--- src/design/ctep_pkg.sv ---
// shared types and constants for the call stack exclusive time profiler
package ctep_pkg;

    localparam int ID_W      = 8;
    localparam int TS_W      = 32;
    localparam int TOT_W     = 48;
    localparam int DEPTH_W   = 7;
    localparam int CNT_W     = 9;
    localparam int ELAP_W    = TS_W + 2;
    localparam int MAX_IDS   = 1 << ID_W;

    localparam logic [1:0] KIND_START = 2'd0;
    localparam logic [1:0] KIND_END   = 2'd1;

    localparam logic [CNT_W-1:0] FUNC_COUNT_RST = 9'd256;

    typedef enum logic [1:0] {
        OP_START,
        OP_END,
        OP_READ
    } t_op;

    typedef enum logic [1:0] {
        ST_OK,
        ST_MISMATCH,
        ST_OVERFLOW,
        ST_BAD_ID
    } t_status;

    typedef enum logic [2:0] {
        S_IDLE,
        S_RD,
        S_WR1,
        S_RD2,
        S_WR2,
        S_OUT
    } t_state;

    typedef struct packed {
        t_op              op;
        logic             id_ok;
        logic [ID_W-1:0]  id;
        logic [TS_W-1:0]  ts;
    } t_evt;

    typedef struct packed {
        logic [ID_W-1:0]  id;
        logic [TS_W-1:0]  t0;
    } t_frame;

endpackage

--- src/design/ctep_if.sv ---
// event and result channel interfaces
interface ctep_in_if;
    logic        valid;
    logic        ready;
    logic [1:0]  kind;
    logic [7:0]  func_id;
    logic [31:0] timestamp;

    modport source (output valid, output kind, output func_id, output timestamp,
                    input ready);
    modport sink   (input valid, input kind, input func_id, input timestamp,
                    output ready);
endinterface


--- src/design/ctep_front.sv ---
// front end: event intake, kind decode, id range check and a two-entry queue
module ctep_front #(
    parameter int NUM_FUNCS = 256
) (
    input  logic                     i_clk,
    input  logic                     i_rst_n,
    input  logic [ctep_pkg::CNT_W-1:0] i_function_count,
    ctep_in_if.sink                  i_evt,
    output ctep_pkg::t_evt           o_head,
    output logic                     o_head_valid,
    input  logic                     i_pop
);
    import ctep_pkg::*;

    t_evt       r_q [2];
    logic       r_wp;
    logic       r_rp;
    logic [1:0] r_cnt;
    logic       push;
    t_evt       evt;

    assign i_evt.ready = (r_cnt != 2'd2);
    assign push        = i_evt.valid && i_evt.ready;

    always_comb begin
        unique case (i_evt.kind)
            KIND_START: evt.op = OP_START;
            KIND_END:   evt.op = OP_END;
            default:    evt.op = OP_READ;   // unused kind behaves as a read
        endcase
        evt.id    = i_evt.func_id;
        evt.ts    = i_evt.timestamp;
        evt.id_ok = ({1'b0, i_evt.func_id} < i_function_count) &&
                    (32'(i_evt.func_id) < NUM_FUNCS);
    end

    always_ff @(posedge i_clk) begin
        if (push) begin
            r_q[r_wp] <= evt;
        end
    end

    always_ff @(posedge i_clk) begin
        if (!i_rst_n) begin
            r_wp  <= 1'b0;
            r_rp  <= 1'b0;
            r_cnt <= 2'd0;
        end else begin
            if (push) begin
                r_wp <= ~r_wp;
            end
            if (i_pop) begin
                r_rp <= ~r_rp;
            end
            r_cnt <= r_cnt + 2'(push) - 2'(i_pop);
        end
    end

    assign o_head       = r_q[r_rp];
    assign o_head_valid = (r_cnt != 2'd0);

endmodule

--- src/flat_wrapper.sv ---
// flat-port wrapper written by rule: the top's interface ports become plain ports
module ctep_front_flat import ctep_pkg::*;
#(
    parameter int NUM_FUNCS = 256
)
  (i_clk, i_rst_n, i_function_count, o_head, o_head_valid, i_pop, i_evt_valid, i_evt_kind, i_evt_func_id, i_evt_timestamp, i_evt_ready);
  ctep_in_if i_evt_i ();
  input  logic i_clk;
  input  logic i_rst_n;
  input  logic [ctep_pkg::CNT_W-1:0] i_function_count;
  output ctep_pkg::t_evt o_head;
  output logic o_head_valid;
  input  logic i_pop;
  input wire logic [$bits(i_evt_i.valid)-1:0] i_evt_valid;
  input wire logic [$bits(i_evt_i.kind)-1:0] i_evt_kind;
  input wire logic [$bits(i_evt_i.func_id)-1:0] i_evt_func_id;
  input wire logic [$bits(i_evt_i.timestamp)-1:0] i_evt_timestamp;
  output wire logic [$bits(i_evt_i.ready)-1:0] i_evt_ready;
  assign i_evt_i.valid = i_evt_valid;
  assign i_evt_i.kind = i_evt_kind;
  assign i_evt_i.func_id = i_evt_func_id;
  assign i_evt_i.timestamp = i_evt_timestamp;
  assign i_evt_ready = i_evt_i.ready;
  ctep_front #(.NUM_FUNCS(NUM_FUNCS)) u_core (.i_clk(i_clk), .i_rst_n(i_rst_n), .i_function_count(i_function_count), .i_evt(i_evt_i), .o_head(o_head), .o_head_valid(o_head_valid), .i_pop(i_pop));
endmodule
--- config.mk ---
export PLATFORM = sky130hd
export DESIGN_NAME = ctep_front_flat
export DESIGN_NICKNAME = d
export VERILOG_FILES = /design/src/design/ctep_pkg.sv /design/src/design/ctep_if.sv /design/src/design/ctep_front.sv /design/src/flat_wrapper.sv
export SDC_FILE = /design/constraint.sdc
export NUM_CORES = 1
export LEC_CHECK = 0
export BUFFER_PORTS_ARGS = -buffer_cell sky130_fd_sc_hd__buf_2
export CAP_MARGIN = 40
export CORE_AREA = 2 2 86 88
export CTS_CLUSTER_SIZE = 12
export DETAILED_ROUTE_END_ITERATION = 10
export DIE_AREA = 0 0 88 90
export PLACE_DENSITY = 0.81
export SLEW_MARGIN = 10
export SYNTH_ARGS = -nofsm -noshare
export SYNTH_HDL_FRONTEND = slang
export SYNTH_SLANG_ARGS = --single-unit
--- constraint.sdc ---
create_clock -name i_clk -period 5.2 [get_ports i_clk]
set_input_delay 0.52 -clock i_clk [delete_from_list [all_inputs] [get_ports i_clk]]
set_output_delay 0.52 -clock i_clk [all_outputs]
set_load 0.005 [all_outputs]
**Yosys cells after proc, flatten, opt, wreduce, memory -nomap -nowiden**

Memory sizes are Yosys's and may differ from the RTL's. A register that Yosys moved wholly into a read port is not among the register bits.
Index checks and enable logic that the tools add are counted.

- Add/subtract/negate cells: 2
- Magnitude comparators: 1
- Equality and inequality tests: 2
- Mux-type cells: 5
- Bitwise logic cells: 2
- Reduce and logical (&&, ||, !) cells: 3

Operator list:

| operator | number |
|---|---|
| $lt A8 B9 Y1 | 1 |
| $mux W1 | 4 |
| $pmux W2 S2 | 1 |
| $add A2 B1 Y2 | 1 |
| $eq A2 B1 Y1 const B | 1 |
| $logic_not A2 Y1 | 1 |
| $ne A2 B2 Y1 const B | 1 |
| $not A1 Y1 | 2 |
| $reduce_bool A2 Y1 | 1 |
| $sub A2 B1 Y2 | 1 |
| $logic_and A1 B1 Y1 | 1 |

- Register bits after elaboration: 4
- Bits in writable memories: 86
- Bits of input ports: 55
- Logic and storage cells: 19
- Memories kept: 1

Memory list:

| memory | depth | bits a word | rd ports | clocked after memory_dff | write ports | RTL line | RTL |
|---|---|---|---|---|---|---|---|
| u_core.r_q | 2 | 43 | 1 | 1 | 1 | ctep_front.sv:15 | `t_evt r_q [2];` |

**Depth between registers and ports, before layout**

Gate-level depths: netlist of the first run.

- Depth after elaboration: 4
- Depth in mapped cells: 7
- Gate-level depth less buffers: 7

**Worst setup path before layout of the first run**

OpenSTA, ideal clock, no wires.

- Path type: input -> register
- Start point: in i_evt_valid
- End point: mem u_core.r_q[1][0] (netlist name) (enable)
- Arrival time: 1,601 ps
- Required time: 4,795 ps
- Path slack: 3,194 ps
- Stages on the path: 1
- Cell sequence: and3_1

- Longest elaborated chain between the ends: 3

RTL lines:

| element | RTL line | RTL |
|---|---|---|
| from (decl) | flat_wrapper.sv:14 | `input wire logic [$bits(i_evt_i.valid)-1:0] i_evt_valid;` |
| $logic_and A1 B1 Y1 | ctep_front.sv:23 | `assign push = i_evt.valid && i_evt.ready;` |
| $mux W1 | ctep_front.sv:38 | `if (push) begin` |
| $mux W1 (implied by the code) | ctep_front.sv:39 | `r_q[r_wp] <= evt;` |
| to (decl) | ctep_front.sv:15 |  |

Every way passes these cells.

==> flow_metrics.py, run 1 <==
metrics = {
    "power": {
        "vdd_drop_max_mv": 0.280,
        "p_total_uw": 1920,
        "powerDensity_nw_per_um2": 417,
        "p_leak_uw": 0.00190,
    },
    "cts": {
        "ctsHtreeMaxLevel": 3,
        "cts.path.max_buffers": 2,
        "post_cts_buffers": 0,
        "clock-sinks": 91,
        "cts_resized": 0,
        "cts-buffers-inserted": 9,
        "cts_tree": "yes",
        "clkTransAtPathRegs_ps": 90,
        "hold_buffers": 0,
        "root_buffer": "clkbuf_8",
        "insertion_delay_ps": 340,
    },
    "timing": {
        "report.final.slew_viol_count": 0,
        "tns_ps": 0,
        "skew_ps": 8.04,
        "period_needed_ps": 2350,
        "setup_violations": 0,
        "max_slew_margin": 0.483,
        "rsz0062_at_grt": "false",
        "fmax_mhz": 425,
        "tightest_slew_ps": 776,
        "fin_crit_sh": 0.452,
        "hold_violations": 0,
        "whs_ps": 354,
    },
    "floorplanning": {
        "rows": 31,
        "core_area_um2": 7020,
        "io_pins": 100,
        "die_area_um2": 7920,
        "start_util": 0.534,
        "die_h_um": 90,
        "die_x_um": 88,
    },
    "grt": {
        "busiest_layer": "met2",
        "use_met3": 0.0505,
        "grt_overflow": 0,
        "globalRouteMet1Util": 0.181,
        "grt_use_met2": 0.265,
        "grt_max_degree": 44,
        "antenna_found_initial": 0,
        "grt_pass1_vias": 1924,
        "track_usage": 0.156,
        "grt_pass1_wl_um": 9190,
    },
    "logic_synthesis": {
        "synth_fp_nets": 250,
        "yosys_warnings": 0,
        "ys_types": 27,
        "syn_area_per_cell_um2": 20.2,
        "synthTopCellsByArea": "edfxtp_1 (69%), mux2_4 (16%), ha_1 (3.0%)",
        "ys_ff_latch": 91,
        "synth_seq_area_share": 0.715,
        "syn_area_um2": 3750,
        "syn-instance-count": 186,
        "synth_top_area_cell": "edfxtp_1",
        "netlist.area_leader.share": 0.689,
    },
    "place": {
        "dp_hpwl_um": 3890,
        "portBuffers": 99,
        "dp_cells": 381,
        "place_congestion": 0.678,
    },
    "critical_path": {
        "ff2ff_path_depth": 3,
        "crit_type": "reg2out",
        "crit_chain": "buf_4, mux2_2, buf_2",
        "timing.rr.end": "u_core.r_q[1][1]",
        "slowest_delay_ps": 590,
        "cpLargestDelayFamily": "buffers and inverters",
        "cp-start-kind": "flip-flop",
        "path_max_fanout": 43,
        "r2r-start": "u_core.r_cnt[0]",
        "regToRegSetupSlack_ps": 3550,
        "worstSetupEndpointType": "primary output",
        "required_ps": 4680,
        "cp_slowest_cell": "buf_4",
        "arrival_ps": 1830,
        "crit_buf_inv": 2,
    },
    "outcome": {
        "status": "completed",
    },
    "detailed_routing": {
        "first_pass_iters": 4,
        "wl_per_cell_um": 14.8,
        "vias_per_cell": 4.75,
        "drtIter0Drc": 98,
        "drc": 0,
        "ant_nets": 0,
        "num_vias": 1887,
        "routed_wl_um": 5860,
    },
    "hold_path": {
        "hold_depth": 1,
        "min_to": "u_core.r_q[1][12]",
        "hold_path_class": "in2reg",
        "worstHoldStart": "i_evt_timestamp[12]",
    },
    "final_layout": {
        "nFillCells": 507,
        "area_delta_synth_final_pct": 22.5,
        "drive_above_1_share": 0.560,
        "stdcell_count": 397,
        "multiInputGateArea_um2": 932,
        "num_antenna_cells": 0,
        "regArea_um2": 2680,
        "fin_nets": 357,
    },
    "job": {
        "maxCapViolCount": 0,
    },
}
==> state kept, by name (all words and copies together) (netlist names), named ones only <==
name	count
u_core.r_q	86
u_core.r_rp	1
u_core.r_cnt	2
u_core.r_wp	1
==> through the flow <==
step                 util  instance area [um^2]  worst slack (ps)
floorplan               -                  3750              3190
global placement    0.610                  4280              3210
detailed placement  0.617                  4330              3210
CTS                 0.654                  4590              2820
global route        0.654                  4590              2750
finish              0.654                  4590              2850
==> layer usage <==
layer	vias up	wire (um)
li1	917	-
met1	905	2330
met2	55	3110
met3	10	316
met4	0	102
met5	-	0
==> worst register-to-register path, delay by kind of cell, from the launching register on <==
kind / cells / cell delay [ps]
simple gates: 2 / 740
flops: 1 / 350
buf+inv: 1 / 250
==> how the worst max path moves through the flow <==
stage | from | endpoint | cells after the start
floorplan | i_evt_valid | u_core.r_q[1][0] | 1
global placement | flip-flop | o_head[42] | 3
detailed placement | flip-flop | o_head[42] | 3
CTS | flip-flop | o_head[42] | 3
global route | flip-flop | o_head[42] | 3
finish | flip-flop | o_head[42] | 3
==> cell type report <==
type | instances | share of cell area
sequential | 91 | 0.584
clock inverter | 7 | 0.0302
timing repair buffer | 102 | 0.120
tap | 99 | 0.0270
clock buffer | 9 | 0.0270
multi-input combinational | 78 | 0.203
inverter | 11 | 0.00899
==> layout by cell type (no fill, tap or decap), types with 2 or more instances in the layout <==
cell	count
inv_1	10
edfxtp_1	86
dfxtp_1	4
a21oi_1	2
bufinv_16	4
clkinv_2	2
clkbuf_8	9
buf_2	99
nand2_1	2
ha_1	9
xnor2_1	2
and2_1	5
mux2_4	40
nor2b_1	2
mux2_2	3
==> synth_stat cells (all sizes together) <==
cell type  instances
edfxtp            86
mux2              43
inv               11
ha                 9
and2               5
buf                5
dfxtp              5
a21oi              2
nand2              2
nor2b              2
xnor2              2
a211oi             1
a21bo              1
a21boi             1
a21o               1
a2bb2oi            1
and3               1
clkbuf             1
nand2b             1
nand3b             1
nand4b             1
o211ai             1
o21ai              1
or2                1
xor2               1
==> report_power, final <==
group | internal [uW] | leakage (uW) | switching (uW) | total (uW)
registers | 925 | 0.000842 | 28.6 | 953
logic | 200 | 0.000920 | 161 | 361
clock network | 368 | 0.000134 | 236 | 604
==> cells by family after synthesis <==
family / share of synthesized area
adder cells (fa/ha/maj): 0.0300
buffers and inverters: 0.0364
XOR/XNOR: 0.00701
flip-flops: 0.715
multiplexers: 0.169
AND/OR/NAND/NOR: 0.0250
AO/OA/AOI/OAI: 0.0170
Power figures use the tool's default switching activity.
==> inputs of run 2 (changes only) <==
--- a/config.mk
+++ b/config.mk
@@ -7,11 +7,11 @@
 export LEC_CHECK = 0
 export BUFFER_PORTS_ARGS = -buffer_cell sky130_fd_sc_hd__buf_2
 export CAP_MARGIN = 40
-export CORE_AREA = 2 2 86 88
+export CORE_AREA = 2 2 93 95
 export CTS_CLUSTER_SIZE = 12
 export DETAILED_ROUTE_END_ITERATION = 10
-export DIE_AREA = 0 0 88 90
-export PLACE_DENSITY = 0.81
+export DIE_AREA = 0 0 95 97
+export PLACE_DENSITY = 0.74
 export SLEW_MARGIN = 10
 export SYNTH_ARGS = -nofsm -noshare
 export SYNTH_HDL_FRONTEND = slang
==> constraint.sdc (replaced) <==
create_clock -name i_clk -period 2.12 [get_ports i_clk]
set_input_delay 0.212 -clock i_clk [delete_from_list [all_inputs] [get_ports i_clk]]
set_output_delay 0.212 -clock i_clk [all_outputs]
set_load 0.005 [all_outputs]
==> run 2 against run 1 <==
Die area rose by 16%. Final cell count increased by 1.8%. Setup slack worse by 2500 ps. Wire length increased by 1.7%. Largest power group unchanged. Clock skew about the same. Worst hold slack worse by 300 ps. Global-route usage fell by 2.3 points. Flip-flop and latch count did not move. Non-clock buffer count is 3 higher. Sequential share of layout area is 0.77 points higher. Cell area shrank 1.3%. Power rose by 130%.
==> flow_metrics.py, run 2 (synthesized netlist as in run 1, its figures left out) <==
metrics = {
    "outcome": {
        "status": "completed",
    },
    "critical_path": {
        "worstSetupEndpointType": "primary output",
        "crit_chain": "buf_4, mux2_2, buf_2",
        "regToRegSetupSlack_ps": 740,
        "crit_type": "reg2out",
        "slowest_delay_ps": 390,
        "cp_slowest_cell": "mux2_2",
        "cpLargestDelayFamily": "buffers and inverters",
        "timing.rr.end": "u_core.r_cnt[1]",
        "arrival_ps": 1550,
        "r2r-start": "u_core.r_cnt[0]",
        "cp-start-kind": "flip-flop",
        "path_max_fanout": 22,
        "crit_buf_inv": 2,
        "ff2ff_path_depth": 7,
        "required_ps": 1910,
    },
    "detailed_routing": {
        "first_pass_iters": 3,
        "drtIter0Drc": 52,
        "ant_nets": 0,
        "drc": 0,
        "wl_per_cell_um": 14.8,
        "vias_per_cell": 4.70,
        "routed_wl_um": 5960,
        "num_vias": 1898,
    },
    "final_layout": {
        "largest_reg_flops": 86,
        "multiInputGateArea_um2": 932,
        "regArea_um2": 2680,
        "final_cell_mix": "buf_2 (99), edfxtp_1 (86), mux2_4 (40), inv_1 (10)",
        "num_antenna_cells": 0,
        "fin_util": 0.557,
        "final_common_cell": "buf_2",
        "fin_nets": 360,
        "top_regs": "u_core.r_q x86, u_core.r_cnt x2",
        "fin_area_um2": 4530,
        "drive_above_1_share": 0.559,
        "area_delta_synth_final_pct": 20.9,
        "top_register": "u_core.r_q",
        "nFillCells": 658,
    },
    "place": {
        "place_congestion": 0.693,
        "place_ws_ps": 696,
        "dp_hpwl_um": 4050,
        "post_dp_cell_area_um2": 4330,
        "portBuffers": 99,
    },
    "timing": {
        "setup_violations": 0,
        "finalWorstSetupSlack_ps": 358,
        "fmax_mhz": 567,
        "hold_violations": 0,
        "rsz0062_at_grt": "false",
        "tightest_slew_ps": 421,
        "fin_crit_sh": 0.831,
        "report.final.slew_viol_count": 0,
        "skew_ps": 8.12,
        "period_needed_ps": 1760,
        "tns_ps": 0,
        "max_slew_margin": 0.719,
    },
    "hold_path": {
        "worstHoldStart": "i_evt_timestamp[20]",
        "hold_depth": 1,
        "hold_path_class": "in2reg",
        "min_to": "u_core.r_q[1][20]",
    },
    "floorplanning": {
        "io_pins": 100,
        "core_area_um2": 8130,
        "die_x_um": 95,
        "die_area_um2": 9220,
        "die_h_um": 97,
        "rows": 33,
        "start_util": 0.461,
    },
    "cts": {
        "clkTransAtPathRegs_ps": 80,
        "cts-buffers-inserted": 9,
        "cts_tree": "yes",
        "clock-sinks": 91,
        "post_cts_buffers": 0,
        "cts.path.max_buffers": 2,
        "cts_resized": 0,
        "hold_buffers": 0,
        "root_buffer": "clkbuf_8",
        "insertion_delay_ps": 340,
        "ctsHtreeMaxLevel": 3,
    },
    "grt": {
        "grt_pass1_vias": 1947,
        "grt_overflow": 0,
        "grt_pass1_wl_um": 9110,
        "grt_max_degree": 25,
        "track_usage": 0.133,
        "antenna_found_initial": 0,
    },
    "power": {
        "vdd_drop_max_mv": 0.423,
        "p_leak_uw": 0.00187,
        "powerDensity_nw_per_um2": 972,
    },
    "job": {
        "maxCapViolCount": 0,
    },
}
[run 2: cell types whose count changed in the layout (fill, tap and decap cells not counted), sizes merged]
cell,before,now
buf,102,105
bufinv,4,2
clkbuf,9,10
inv,12,11
[run 2: final cells by class]
| cell class | instances | share of cell area |
|---|---|---|
| clock inverter | 4 | 0.0171 |
| timing repair buffer | 105 | 0.119 |
| multi-input combinational | 78 | 0.206 |
| tap | 105 | 0.0290 |
| inverter | 11 | 0.00911 |
| sequential | 91 | 0.592 |
| clock buffer | 10 | 0.0281 |
[run 2: routing by layer]
metal,share of wire,track usage,vias to the layer above
met4,0.0087,0.0535,0
li1,-,-,922
met3,0.055,0.0413,6
met5,0,0,-
met2,0.51,0.223,61
met1,0.43,0.158,909
[run 2: how the worst max path moves through the flow]
stage / start / end / slack (ps) / cells past startpoint
after detailed placement: flip-flop / o_head[42] / 700 / 3
after global placement: flip-flop / o_head[0] / 720 / 3
after global routing: flip-flop / o_head[42] / 270 / 3
final: flip-flop / o_head[42] / 360 / 3
after CTS: flip-flop / o_head[42] / 320 / 3
after floorplan: u_core.r_cnt[0] / u_core.r_q[1][0] / 160 / 2
[run 2: where the power goes]
part / switching (uW) / total, uW / leakage (uW) / internal, uW
registers: 73.2 / 2340 / 0.000842 / 2270
clock network: 548 / 1200 / 0.000102 / 656
logic: 385 / 863 / 0.000925 / 477
[run 2: stage by stage]
stage                     std cells  hold WS (ps)  total power, uW
after global placement          390           400             3230
after floorplan                 186           311             2940
after global routing            404          25.9             4620
after detailed placement        390           404             3260
after CTS                       404          33.8             4460
final                           404          53.2             4410
